File: config.mk
export PLATFORM = sky130hd
export DESIGN_NAME = motion_safety_mode_controller
export DESIGN_NICKNAME = d
export VERILOG_FILES = /design/src/rtl/msmc_pkg.sv /design/src/rtl/msmc_csr.sv /design/src/rtl/msmc_drive.sv /design/src/rtl/msmc_core.sv /design/src/rtl/motion_safety_mode_controller.sv
export SDC_FILE = /design/constraint.sdc
export NUM_CORES = 1
export LEC_CHECK = 0
export BUFFER_PORTS_ARGS = -buffer_cell sky130_fd_sc_hd__buf_2
export CORE_UTILIZATION = 64
export DETAILED_ROUTE_END_ITERATION = 7
export GPL_ROUTABILITY_DRIVEN = 0
export GPL_TIMING_DRIVEN = 0
export PLACE_DENSITY = 0.83
export SETUP_SLACK_MARGIN = 0.4
export SYNTH_ARGS = -nofsm -noshare
export SYNTH_HDL_FRONTEND = slang
export SYNTH_SLANG_ARGS = --single-unit
File: constraint.sdc
create_clock -name clock -period 16.1 [get_ports clock]
set_input_delay 1.61 -clock clock [delete_from_list [all_inputs] [get_ports clock]]
set_output_delay 1.61 -clock clock [all_outputs]
set_load 0.01 [all_outputs]
File: src/rtl/msmc_pkg.sv
`timescale 1ns / 1ps

package msmc_pkg;

   // operating modes
   localparam logic [1:0] MODE_INIT      = 2'd0;
   localparam logic [1:0] MODE_READY     = 2'd1;
   localparam logic [1:0] MODE_RUN       = 2'd2;
   localparam logic [1:0] MODE_EMERGENCY = 2'd3;

   // command bytes (ascii)
   localparam logic [7:0] CMD_STOP  = 8'h53;
   localparam logic [7:0] CMD_FWD   = 8'h46;
   localparam logic [7:0] CMD_BACK  = 8'h42;
   localparam logic [7:0] CMD_LEFT  = 8'h4C;
   localparam logic [7:0] CMD_RIGHT = 8'h52;

   // request kinds
   localparam logic ACT_TICK    = 1'b0;
   localparam logic ACT_COMMAND = 1'b1;

   // register indexes
   localparam int CSR_IDX_W = 2;
   localparam logic [CSR_IDX_W-1:0] CSR_READY_BLINK = 2'd0;
   localparam logic [CSR_IDX_W-1:0] CSR_RUN_BLINK   = 2'd1;
   localparam logic [CSR_IDX_W-1:0] CSR_EMERG_BLINK = 2'd2;
   localparam logic [CSR_IDX_W-1:0] CSR_LINK_TMO    = 2'd3;

   // register reset values
   localparam logic [15:0] RST_READY_BLINK = 16'd500;
   localparam logic [15:0] RST_RUN_BLINK   = 16'd100;
   localparam logic [15:0] RST_EMERG_BLINK = 16'd50;
   localparam logic [15:0] RST_LINK_TMO    = 16'd1000;

   // field widths
   localparam int CFG_W   = 16;
   localparam int CMD_W   = 8;
   localparam int SPEED_W = 16;
   localparam int RIGHT_W = 15;
   localparam int QMAG_W  = 14;

   // |s|*130/500 == (|s| * SCALE_MULT) >> SCALE_SHIFT, exact for |s| <= 32768
   localparam logic [22:0] SCALE_MULT  = 23'd4362085;
   localparam int          SCALE_SHIFT = 24;

   typedef struct packed {
      logic [CFG_W-1:0] ready_blink;
      logic [CFG_W-1:0] run_blink;
      logic [CFG_W-1:0] emerg_blink;
      logic [CFG_W-1:0] link_timeout;
   } cfg_type;

   typedef struct packed {
      logic                      is_move;
      logic signed [SPEED_W-1:0] left;
      logic signed [RIGHT_W-1:0] right;
   } drive_type;

   typedef struct packed {
      logic                      buzzer;
      logic                      led;
      logic signed [RIGHT_W-1:0] right;
      logic signed [SPEED_W-1:0] left;
      logic [1:0]                mode;
   } result_type;

endpackage

File: src/rtl/msmc_csr.sv
`timescale 1ns / 1ps

module msmc_csr (
   input  logic                              clock,
   input  logic                              reset,
   input  logic                              csr_we,
   input  logic [msmc_pkg::CSR_IDX_W-1:0]    csr_index,
   input  logic [msmc_pkg::CFG_W-1:0]        csr_wdata,
   output msmc_pkg::cfg_type                 cfg
);

   msmc_pkg::cfg_type cfg_ff;

   // register file write
   always_ff @(posedge clock) begin
      if (reset) begin
         cfg_ff.ready_blink  <= msmc_pkg::RST_READY_BLINK;
         cfg_ff.run_blink    <= msmc_pkg::RST_RUN_BLINK;
         cfg_ff.emerg_blink  <= msmc_pkg::RST_EMERG_BLINK;
         cfg_ff.link_timeout <= msmc_pkg::RST_LINK_TMO;
      end else if (csr_we) begin
         case (csr_index)
            msmc_pkg::CSR_READY_BLINK: cfg_ff.ready_blink  <= csr_wdata;
            msmc_pkg::CSR_RUN_BLINK:   cfg_ff.run_blink    <= csr_wdata;
            msmc_pkg::CSR_EMERG_BLINK: cfg_ff.emerg_blink  <= csr_wdata;
            msmc_pkg::CSR_LINK_TMO:    cfg_ff.link_timeout <= csr_wdata;
            default: ;
         endcase
      end
   end

   assign cfg = cfg_ff;

endmodule

File: src/rtl/msmc_drive.sv
`timescale 1ns / 1ps

module msmc_drive (
   input  logic [msmc_pkg::CMD_W-1:0]          cmd,
   input  logic signed [msmc_pkg::SPEED_W-1:0] speed,
   output msmc_pkg::drive_type                 drive
);

   localparam int PROD_W = msmc_pkg::SPEED_W + 23;

   logic                            left_neg;
   logic                            right_neg;
   logic [msmc_pkg::SPEED_W-1:0]    mag;
   logic [PROD_W-1:0]               prod;
   logic [msmc_pkg::QMAG_W-1:0]     q_mag;
   logic [msmc_pkg::RIGHT_W-1:0]    q_ext;
   logic                            speed_min;

   // decode direction
   assign left_neg  = (cmd == msmc_pkg::CMD_BACK) || (cmd == msmc_pkg::CMD_LEFT);
   assign right_neg = (cmd == msmc_pkg::CMD_BACK) || (cmd == msmc_pkg::CMD_RIGHT);
   assign drive.is_move = (cmd == msmc_pkg::CMD_FWD) || (cmd == msmc_pkg::CMD_BACK) ||
                          (cmd == msmc_pkg::CMD_LEFT) || (cmd == msmc_pkg::CMD_RIGHT);

   // magnitude scaled by 130/500 via reciprocal multiply
   assign mag   = speed[msmc_pkg::SPEED_W-1] ? (~speed + 1'b1) : speed;
   assign prod  = PROD_W'(mag) * PROD_W'(msmc_pkg::SCALE_MULT);
   assign q_mag = prod[msmc_pkg::SCALE_SHIFT +: msmc_pkg::QMAG_W];
   assign q_ext = {1'b0, q_mag};

   // left drive, negation of the most negative speed saturates
   assign speed_min = (speed == {1'b1, {(msmc_pkg::SPEED_W-1){1'b0}}});
   always_comb begin
      if (!left_neg)
         drive.left = speed;
      else if (speed_min)
         drive.left = {1'b0, {(msmc_pkg::SPEED_W-1){1'b1}}};
      else
         drive.left = -speed;
   end

   // right drive sign follows speed sign and direction
   assign drive.right = (speed[msmc_pkg::SPEED_W-1] ^ right_neg) ? -q_ext : q_ext;

endmodule

File: src/rtl/msmc_core.sv
`timescale 1ns / 1ps

module msmc_core #(
   parameter int AGE_WIDTH = 16
) (
   input  logic                        clock,
   input  logic                        reset,
   input  logic                        step,
   input  logic                        action,
   input  logic [msmc_pkg::CMD_W-1:0]  cmd,
   input  msmc_pkg::drive_type         drive,
   input  msmc_pkg::cfg_type           cfg,
   output msmc_pkg::result_type        result_in
);

   localparam int CMP_W = (AGE_WIDTH > msmc_pkg::CFG_W) ? AGE_WIDTH : msmc_pkg::CFG_W;

   logic [1:0]                          mode_ff,   mode_in;
   logic [AGE_WIDTH-1:0]                link_ff,   link_in;
   logic [AGE_WIDTH-1:0]                blink_ff,  blink_in;
   logic                                led_ff,    led_in;
   logic                                buzzer_ff, buzzer_in;
   logic signed [msmc_pkg::SPEED_W-1:0] left_ff,   left_in;
   logic signed [msmc_pkg::RIGHT_W-1:0] right_ff,  right_in;

   logic [AGE_WIDTH-1:0]  link_inc;
   logic [AGE_WIDTH-1:0]  blink_inc;
   logic [msmc_pkg::CFG_W-1:0] period;
   logic                  blink_hit;
   logic                  link_expired;

   // saturating age counters
   assign link_inc  = (&link_ff)  ? link_ff  : link_ff  + 1'b1;
   assign blink_inc = (&blink_ff) ? blink_ff : blink_ff + 1'b1;

   // blink period of current mode
   always_comb begin
      case (mode_ff)
         msmc_pkg::MODE_READY:     period = cfg.ready_blink;
         msmc_pkg::MODE_RUN:       period = cfg.run_blink;
         msmc_pkg::MODE_EMERGENCY: period = cfg.emerg_blink;
         default:                  period = cfg.ready_blink;
      endcase
   end

   assign blink_hit    = CMP_W'(blink_inc) >= CMP_W'(period);
   assign link_expired = CMP_W'(link_inc) > CMP_W'(cfg.link_timeout);

   // next state
   always_comb begin
      mode_in   = mode_ff;
      link_in   = link_ff;
      blink_in  = blink_ff;
      led_in    = led_ff;
      buzzer_in = buzzer_ff;
      left_in   = left_ff;
      right_in  = right_ff;
      if (action == msmc_pkg::ACT_TICK) begin
         link_in  = link_inc;
         blink_in = blink_inc;
         if (mode_ff != msmc_pkg::MODE_INIT && blink_hit) begin
            led_in   = ~led_ff;
            blink_in = '0;
         end
         case (mode_ff)
            msmc_pkg::MODE_READY: begin
               left_in   = '0;
               right_in  = '0;
               buzzer_in = 1'b0;
            end
            msmc_pkg::MODE_RUN: begin
               if (link_expired)
                  mode_in = msmc_pkg::MODE_EMERGENCY;
               buzzer_in = 1'b0;
            end
            msmc_pkg::MODE_EMERGENCY: begin
               left_in   = '0;
               right_in  = '0;
               buzzer_in = 1'b1;
            end
            default: ;
         endcase
      end else begin
         left_in  = '0;
         right_in = '0;
         if (cmd == msmc_pkg::CMD_STOP) begin
            mode_in = msmc_pkg::MODE_READY;
            link_in = '0;
         end else if (drive.is_move && mode_ff != msmc_pkg::MODE_EMERGENCY) begin
            mode_in  = msmc_pkg::MODE_RUN;
            link_in  = '0;
            left_in  = drive.left;
            right_in = drive.right;
         end
      end
   end

   // state registers
   always_ff @(posedge clock) begin
      if (reset) begin
         mode_ff   <= msmc_pkg::MODE_INIT;
         link_ff   <= '0;
         blink_ff  <= '0;
         led_ff    <= 1'b0;
         buzzer_ff <= 1'b0;
         left_ff   <= '0;
         right_ff  <= '0;
      end else if (step) begin
         mode_ff   <= mode_in;
         link_ff   <= link_in;
         blink_ff  <= blink_in;
         led_ff    <= led_in;
         buzzer_ff <= buzzer_in;
         left_ff   <= left_in;
         right_ff  <= right_in;
      end
   end

   assign result_in.mode   = mode_in;
   assign result_in.left   = left_in;
   assign result_in.right  = right_in;
   assign result_in.led    = led_in;
   assign result_in.buzzer = buzzer_in;

endmodule

File: src/rtl/motion_safety_mode_controller.sv
`timescale 1ns / 1ps

// channel  | direction | handshake              | payload
// req      | in        | req_tvalid/req_tready  | tdata: command, speed; tuser: action
// rsp      | out       | rsp_tvalid/rsp_tready  | tdata: mode, drives, led, buzzer
// csr      | in        | csr_we                 | csr_index, csr_wdata
//
// one request per cycle sustained while rsp_tready stays high; each request yields one
// response, which passes the input register and then the result register
// the rate is set by the state update between those registers
// reset is synchronous; it restores the register defaults and the init mode
// a stalled response holds the result register; the input register keeps taking
// a request whenever the one it holds moves on in the same cycle

module motion_safety_mode_controller #(
   parameter int AGE_WIDTH = 16
) (
   input  logic                           clock,
   input  logic                           reset,
   input  logic                           req_tvalid,
   output logic                           req_tready,
   input  logic [23:0]                    req_tdata,  // command_code[7:0], speed[23:8]
   input  logic                           req_tuser,  // action[0]
   output logic                           rsp_tvalid,
   input  logic                           rsp_tready,
   output logic [39:0]                    rsp_tdata,  // mode[1:0], left_drive[17:2],
                                                      // right_drive[32:18], led_level[33],
                                                      // buzzer_on[34], zero[39:35]
   input  logic                           csr_we,
   input  logic [msmc_pkg::CSR_IDX_W-1:0] csr_index,
   input  logic [msmc_pkg::CFG_W-1:0]     csr_wdata
);

   logic                                in_valid_ff;
   logic                                in_action_ff;
   logic [msmc_pkg::CMD_W-1:0]          in_cmd_ff;
   logic signed [msmc_pkg::SPEED_W-1:0] in_speed_ff;
   logic                                rsp_valid_ff;
   msmc_pkg::result_type                rsp_data_ff;

   logic                 out_free;
   logic                 step;
   logic                 req_take;
   msmc_pkg::cfg_type    cfg;
   msmc_pkg::drive_type  drive;
   msmc_pkg::result_type result_in;

   // flow control
   assign out_free   = !rsp_valid_ff || rsp_tready;
   assign step       = in_valid_ff && out_free;
   assign req_tready = !in_valid_ff || step;
   assign req_take   = req_tvalid && req_tready;

   // input register
   always_ff @(posedge clock) begin
      if (reset)
         in_valid_ff <= 1'b0;
      else if (req_tready)
         in_valid_ff <= req_tvalid;
   end

   always_ff @(posedge clock) begin
      if (req_take) begin
         in_action_ff <= req_tuser;
         in_cmd_ff    <= req_tdata[7:0];
         in_speed_ff  <= req_tdata[23:8];
      end
   end

   msmc_csr u_csr (
      .clock     (clock),
      .reset     (reset),
      .csr_we    (csr_we),
      .csr_index (csr_index),
      .csr_wdata (csr_wdata),
      .cfg       (cfg)
   );

   msmc_drive u_drive (
      .cmd   (in_cmd_ff),
      .speed (in_speed_ff),
      .drive (drive)
   );

   msmc_core #(
      .AGE_WIDTH (AGE_WIDTH)
   ) u_core (
      .clock     (clock),
      .reset     (reset),
      .step      (step),
      .action    (in_action_ff),
      .cmd       (in_cmd_ff),
      .drive     (drive),
      .cfg       (cfg),
      .result_in (result_in)
   );

   // result register
   always_ff @(posedge clock) begin
      if (reset)
         rsp_valid_ff <= 1'b0;
      else if (out_free)
         rsp_valid_ff <= in_valid_ff;
   end

   always_ff @(posedge clock) begin
      if (step)
         rsp_data_ff <= result_in;
   end

   assign rsp_tvalid = rsp_valid_ff;
   assign rsp_tdata  = {5'b0, rsp_data_ff};

endmodule
After elaboration in Yosys (flattened, before gate mapping)
Cells that the tools add are included.

word-level totals
  flip-flop bits (word level) = 193
  word-level logic and storage cells = 100

cells by class
  add/subtract/negate cells = 5
  $mul = 1
  magnitude comparators = 2
  equal/unequal tests = 14
  multiplexer cells = 28
  bitwise gates (word level) = 4
  reductions and logical operators = 25

operator list
  cell                                                                   number
  16-bit two-way mux                                                     13
  15-bit two-way mux                                                     5
  16-bit by 1-bit adder with 16-bit output, second input constant        3
  8-bit by 7-bit == test with 1-bit output, second input constant        5
  16-bit by 23-bit multiplier with 38-bit output, second input constant  1
  16-bit case mux with 2 select lines                                    1
  16-bit AND reduction                                                   2
  16-bit == test, second input constant                                  1
  16-bit greater-or-equal comparator                                     1
  16-bit greater-than comparator                                         1
  16-bit negation                                                        1
  16-bit inverter                                                        1
  14-bit negation with 15-bit output                                     1
  2-bit AND reduction                                                    6
  2-bit two-way mux                                                      5
  2-bit == test, second input constant                                   4
  1-bit logical OR                                                       7
  2-bit by 1-bit == test with 1-bit output, second input constant        2
  1-bit logical AND                                                      4
  2-bit OR reduction                                                     2
  1-bit two-way mux                                                      3
  3-bit by 1-bit != test with 1-bit output, second input constant        1
  1-bit logical NOT                                                      2
  2-bit logical NOT                                                      1
  5 further kinds                                                        6

Longest topological paths before layout
  word-level depth = 9
  gate-level depth with buffers = 32
  gate-level depth less buffers = 32

Modules after synthesis
From an unflattened synthesis, not the netlist that was laid out.

unflattened totals
  cells, all modules = 1,711
  area total of the unflattened synthesis = 16,024.1 sq um

by module, submodules not included
  module                         times used  cells an instance  area each (sq um)  sequential area each (sq um)
  msmc_drive                     1           808                6,784.0            0.0
  msmc_core                      1           585                4,740.8            1,341.3
  msmc_csr                       1           242                2,552.4            1,281.2
  motion_safety_mode_controller  1           76                 1,946.9            1,841.8

Worst setup path after synthesis
No wires, ideal clock.

  path type = register to register
  start point = register in_speed_ff[0] (netlist name)
  end point = register u_core.right_ff[13] (netlist name)
  library setup time = 0.091 ns
  arrival time = 8.862 ns
  required time = 16.009 ns
  setup slack = 7.147 ns
  cell stages (with the launch flop) = 30
  buffers on the path = 0
  period minus slack after synthesis = 8.953 ns
  cells stage by stage = edfxtp_1 -> or3_4 -> or3_4 -> or3_4 -> or3_4 -> or3_4 -> or3_4 -> nor3_1 -> ha_1 -> inv_1 -> fa_1 -> inv_1 -> fa_1 -> fa_1 -> fa_1 -> inv_1 -> ha_1 -> fa_1 -> ha_1 -> nand4_1 -> nor4_1 -> a221oi_1 -> o21ai_1 -> or4_1 -> nand4_1 -> nand4bb_1 -> o41ai_1 -> xor2_1 -> nand2_1 -> a311oi_1

on the way
  cells in the longest elaborated chain, start to end = 9

RTL lines
  item                                              line                                 text
  start: declaration                                motion_safety_mode_controller.sv:37  logic signed [msmc_pkg::SPEED_W-1:0] in_speed_ff;
  start signal: assignment                          motion_safety_mode_controller.sv:66  in_speed_ff <= req_tdata[23:8];
  16-bit inverter                                   msmc_drive.sv:26                     assign mag = speed[msmc_pkg::SPEED_W-1] ? (~speed + 1'b1) : speed;
  16-bit by 1-bit adder with 16-bit output          msmc_drive.sv:26
  16-bit two-way mux *                              msmc_drive.sv:26
  16-bit by 23-bit multiplier with 38-bit output *  msmc_drive.sv:27                     assign prod = PROD_W'(mag) * PROD_W'(msmc_pkg::SCALE_MULT);
  14-bit negation with 15-bit output                msmc_drive.sv:43                     assign drive.right = (speed[msmc_pkg::SPEED_W-1] ^ right_neg) ? -q_ext : q_ext;
  15-bit two-way mux *                              msmc_drive.sv:43
  15-bit two-way mux *                              msmc_core.sv:89                      end else if (drive.is_move && mode_ff != msmc_pkg::MODE_EMERGENCY) begin
  15-bit two-way mux *                              msmc_core.sv:86                      if (cmd == msmc_pkg::CMD_STOP) begin
  15-bit two-way mux *                              msmc_core.sv:58                      if (action == msmc_pkg::ACT_TICK) begin
  end signal: assignment                            msmc_core.sv:115                     right_ff <= right_in;
  end: declaration                                  msmc_core.sv:24                      logic signed [msmc_pkg::RIGHT_W-1:0] right_ff, right_in;

Mark *: on every way between the ends. The rest lies on a longest branch, timed or not.
A chain may end at the register's enable or synchronous reset.

Final worst setup path
Ends and elaborated chain as after synthesis.

==> impl_metrics.csv <==
group,metric,value,unit
synthesis,synth_cells,1768,
timing,fin_crit_sh,66.83,%
finish,most-common-layout-cells,"nand2_1 (268), inv_1 (198), ha_1 (186)",
worst_setup_path,crit_path_frequent_cell,"or3_4",
synthesis,ys_ff_latch,193,
timing,hold_viol_final,0,
clock_tree,htree_levels,4,
worst_setup_path,worst-path-stages,28,
worst_setup_path,critPathBufInv,2,
status,status,"finished clean",
finish,antenna_cells,0,
timing,fin_skew,0.01637,ns
worst_setup_path,cp-endpoint,"u_core.right_ff[13]",
synthesis,synth_edf_count,60,
worst_setup_path,worstRegToRegCells,28,
synthesis,ys_warn_count,0,
clock_tree,ctsHoldBuffers,0,
worst_setup_path,r2r_setup_slack,5.34,ns
drt,wirelength,39070,microns
worst_setup_path,cp-start-kind,"register",
worst_setup_path,startpoint,"in_speed_ff[0]",
die,start_util,65.59,%
worst_setup_path,cp.arrival,11.11,ns
drt,routed_via_density,5.992,
worst_setup_path,cpPeakStageDelay,0.73,ns
drt,vias,13210,
finish,drive_gt1_share,8.006,%
worst_setup_path,slowest_stage,"edfxtp_1",
finish,final_nets,2205,
flow_run,drv_cap,0,
worst_setup_path,timing.rr.end,"u_core.right_ff[13]",
clock_tree,post_cts_resized,0,
worst_setup_path,cp_top_family,"simple AND/OR/NAND/NOR gates",
drt,drcViolationCount,0,
clock_tree,cts-buffers-inserted,17,
synthesis,avgSynthCellArea,8.734,sq um
global_routing,antenna_found_initial,0,
die,boundaryPins,90,
clock_tree,post_cts_buffers,0,
clock_tree,insertion_delay,0.45,ns
global_routing,first_global_vias,12930,
timing,setup_tns,0,ns
drt,final_antenna_net_count,0,
worst_setup_path,crit_path_end_kind,"register",
min_path,holdCritPathClass,"register to register",
drt,wl_per_cell,17.72,microns
global_routing,grt_pass1_wl,63420,microns
die,core_region_area,23540,sq um
synthesis,postSynth.asyncResetShare,0,%
clock_tree,cts_tree,"yes",
placement,io_buffers,83,
die,row_count,56,
synthesis,ys.flop_type,"dfxtp_1",
timing,finalSetupViolations,0,
finish,final_common_cell,"nand2_1",
placement,dp_hpwl,30800,microns
clock_tree,path_clk_slew,0.08,ns
finish,syn2layout_area_growth,9.140,%
global_routing,gr-total-overflow,0,
synthesis,syn-cell-area,15440,sq um
drt,first_pass_iters,8,
die,die_area,24750,sq um
global_routing,grt_max_degree,45,
global_routing,track_usage,32.99,%
drt,drtIter0Drc,1280,
timing,rsz0062_at_grt,"false",
worst_setup_path,r2r-start,"in_speed_ff[0]",
clock_tree,cts_sinks,193,
synthesis,synth_cell_type_count,70,
worst_setup_path,path_class,"register to register",
timing,slew_viol_final,0,
die,die_h,157.3,microns
clock_tree,clockBufferDepth,2,
timing,min_period,10.76,ns
die,die_w,157.3,microns
timing,slew_headroom,6.786,%
worst_setup_path,crit_fanout,12,
timing,fmax,92.93,MHz
worst_setup_path,cp.required,16.45,ns
synthesis,ys_seq_area_share,28.91,%
timing,worstMarginPinSlew,1.388,ns
clock_tree,cts-root-buf,"clkbuf_16",
==> cells by family after synthesis <==
logic type                 share of synthesized area, %
adders and majority gates                         27.65
muxes                                             1.645
and+or+nand+nor                                   17.19
buffers and inverters                             6.604
DFF                                               28.91
AOI/OAI and AO/OA                                 14.29
xor gates and xnor gates                          3.687
other                                           0.02429
==> sequential cells by signal, indices dropped and copies added, names as in the netlist <==
name	cells
rsp_tvalid	1
in_speed_ff	16
u_core.left_ff	16
u_csr.cfg	64
u_core.mode_ff	2
u_core.buzzer_ff	1
in_cmd_ff	8
rsp_tdata	35
in_valid_ff	1
in_action_ff	1
u_core.blink_ff	16
u_core.led_ff	1
u_core.link_ff	16
u_core.right_ff	15
==> Yosys cell counts, drive strengths merged (14+ instances only) <==
cell type / count / area [sq um]
fa: 97 / 1942
mux2i: 22 / 220.2
dfxtp: 133 / 2663
nor3: 33 / 165.2
a22o: 19 / 166.4
o21ai: 87 / 439.2
nand2b: 14 / 87.58
xor2: 25 / 219.0
nand4: 23 / 143.9
a21oi: 142 / 710.7
nand2: 268 / 1006
a21o: 21 / 157.7
inv: 198 / 743.2
or3: 15 / 123.9
ha: 186 / 2327
edfxtp: 60 / 1802
nor2: 127 / 476.7
nand3: 31 / 155.2
nand3b: 14 / 105.1
and2: 16 / 103.9
buf: 14 / 77.57
xnor2: 40 / 350.3
clkbuf: 53 / 198.9
o21a: 16 / 120.1
==> per-layer routing <==
metal	wire length (microns)	GRT usage (%)	share of wire [%]
met1	16490	42.59	42
met2	18150	55.50	46
met3	3186	5.121	8.2
met4	1244	12.71	3.2
met5	0	0	0
==> layout make-up <==
cell class | instances | area (sq um)
multi-input combinational | 1314 | 9980
fill | 1788 | 6690
sequential | 193 | 4464
inverter | 198 | 743.2
clock buffer | 19 | 452.9
timing repair buffer | 83 | 415.4
tap | 319 | 399.1
buffer | 67 | 277.8
clock inverter | 12 | 120.1
==> worst min path at each step <==
stage                                    from                   to  slack, ns  depth (start not counted)
final                           u_csr.cfg[58]        u_csr.cfg[58]       0.46                          2
after global routing            u_csr.cfg[63]        u_csr.cfg[63]       0.46                          2
after CTS                       u_csr.cfg[58]        u_csr.cfg[58]       0.46                          2
after detailed placement        u_csr.cfg[63]        u_csr.cfg[63]       0.44                          2
after global placement          u_csr.cfg[63]        u_csr.cfg[63]       0.44                          2
after floorplan           u_core.right_ff[14]  u_core.right_ff[14]       0.43                          2
==> tightest hold or removal path, delay by kind of cell, from the launching register on <==
family / cells / cell delay (ns)
compound gates: 1 / 0.05
flops: 1 / 0.31
simple gates: 1 / 0.05
==> metrics by stage <==
step | util [%] | setup WS (ns) | hold WS (ns) | instance area, sq um | std cells
floorplan | - | 7.147 | 0.4313 | 15460 | 1772
global placement | 69.11 | 5.766 | 0.4396 | 16270 | 2174
detailed placement | 69.12 | 5.601 | 0.4448 | 16270 | 2174
CTS | 71.55 | 5.525 | 0.4578 | 16840 | 2205
global route | 71.58 | 4.858 | 0.4637 | 16850 | 2205
finish | 71.58 | 5.340 | 0.4551 | 16850 | 2205
Power is not shown: default switching activity piles up to over one toggle a cycle in this logic, so the estimate is an artifact.
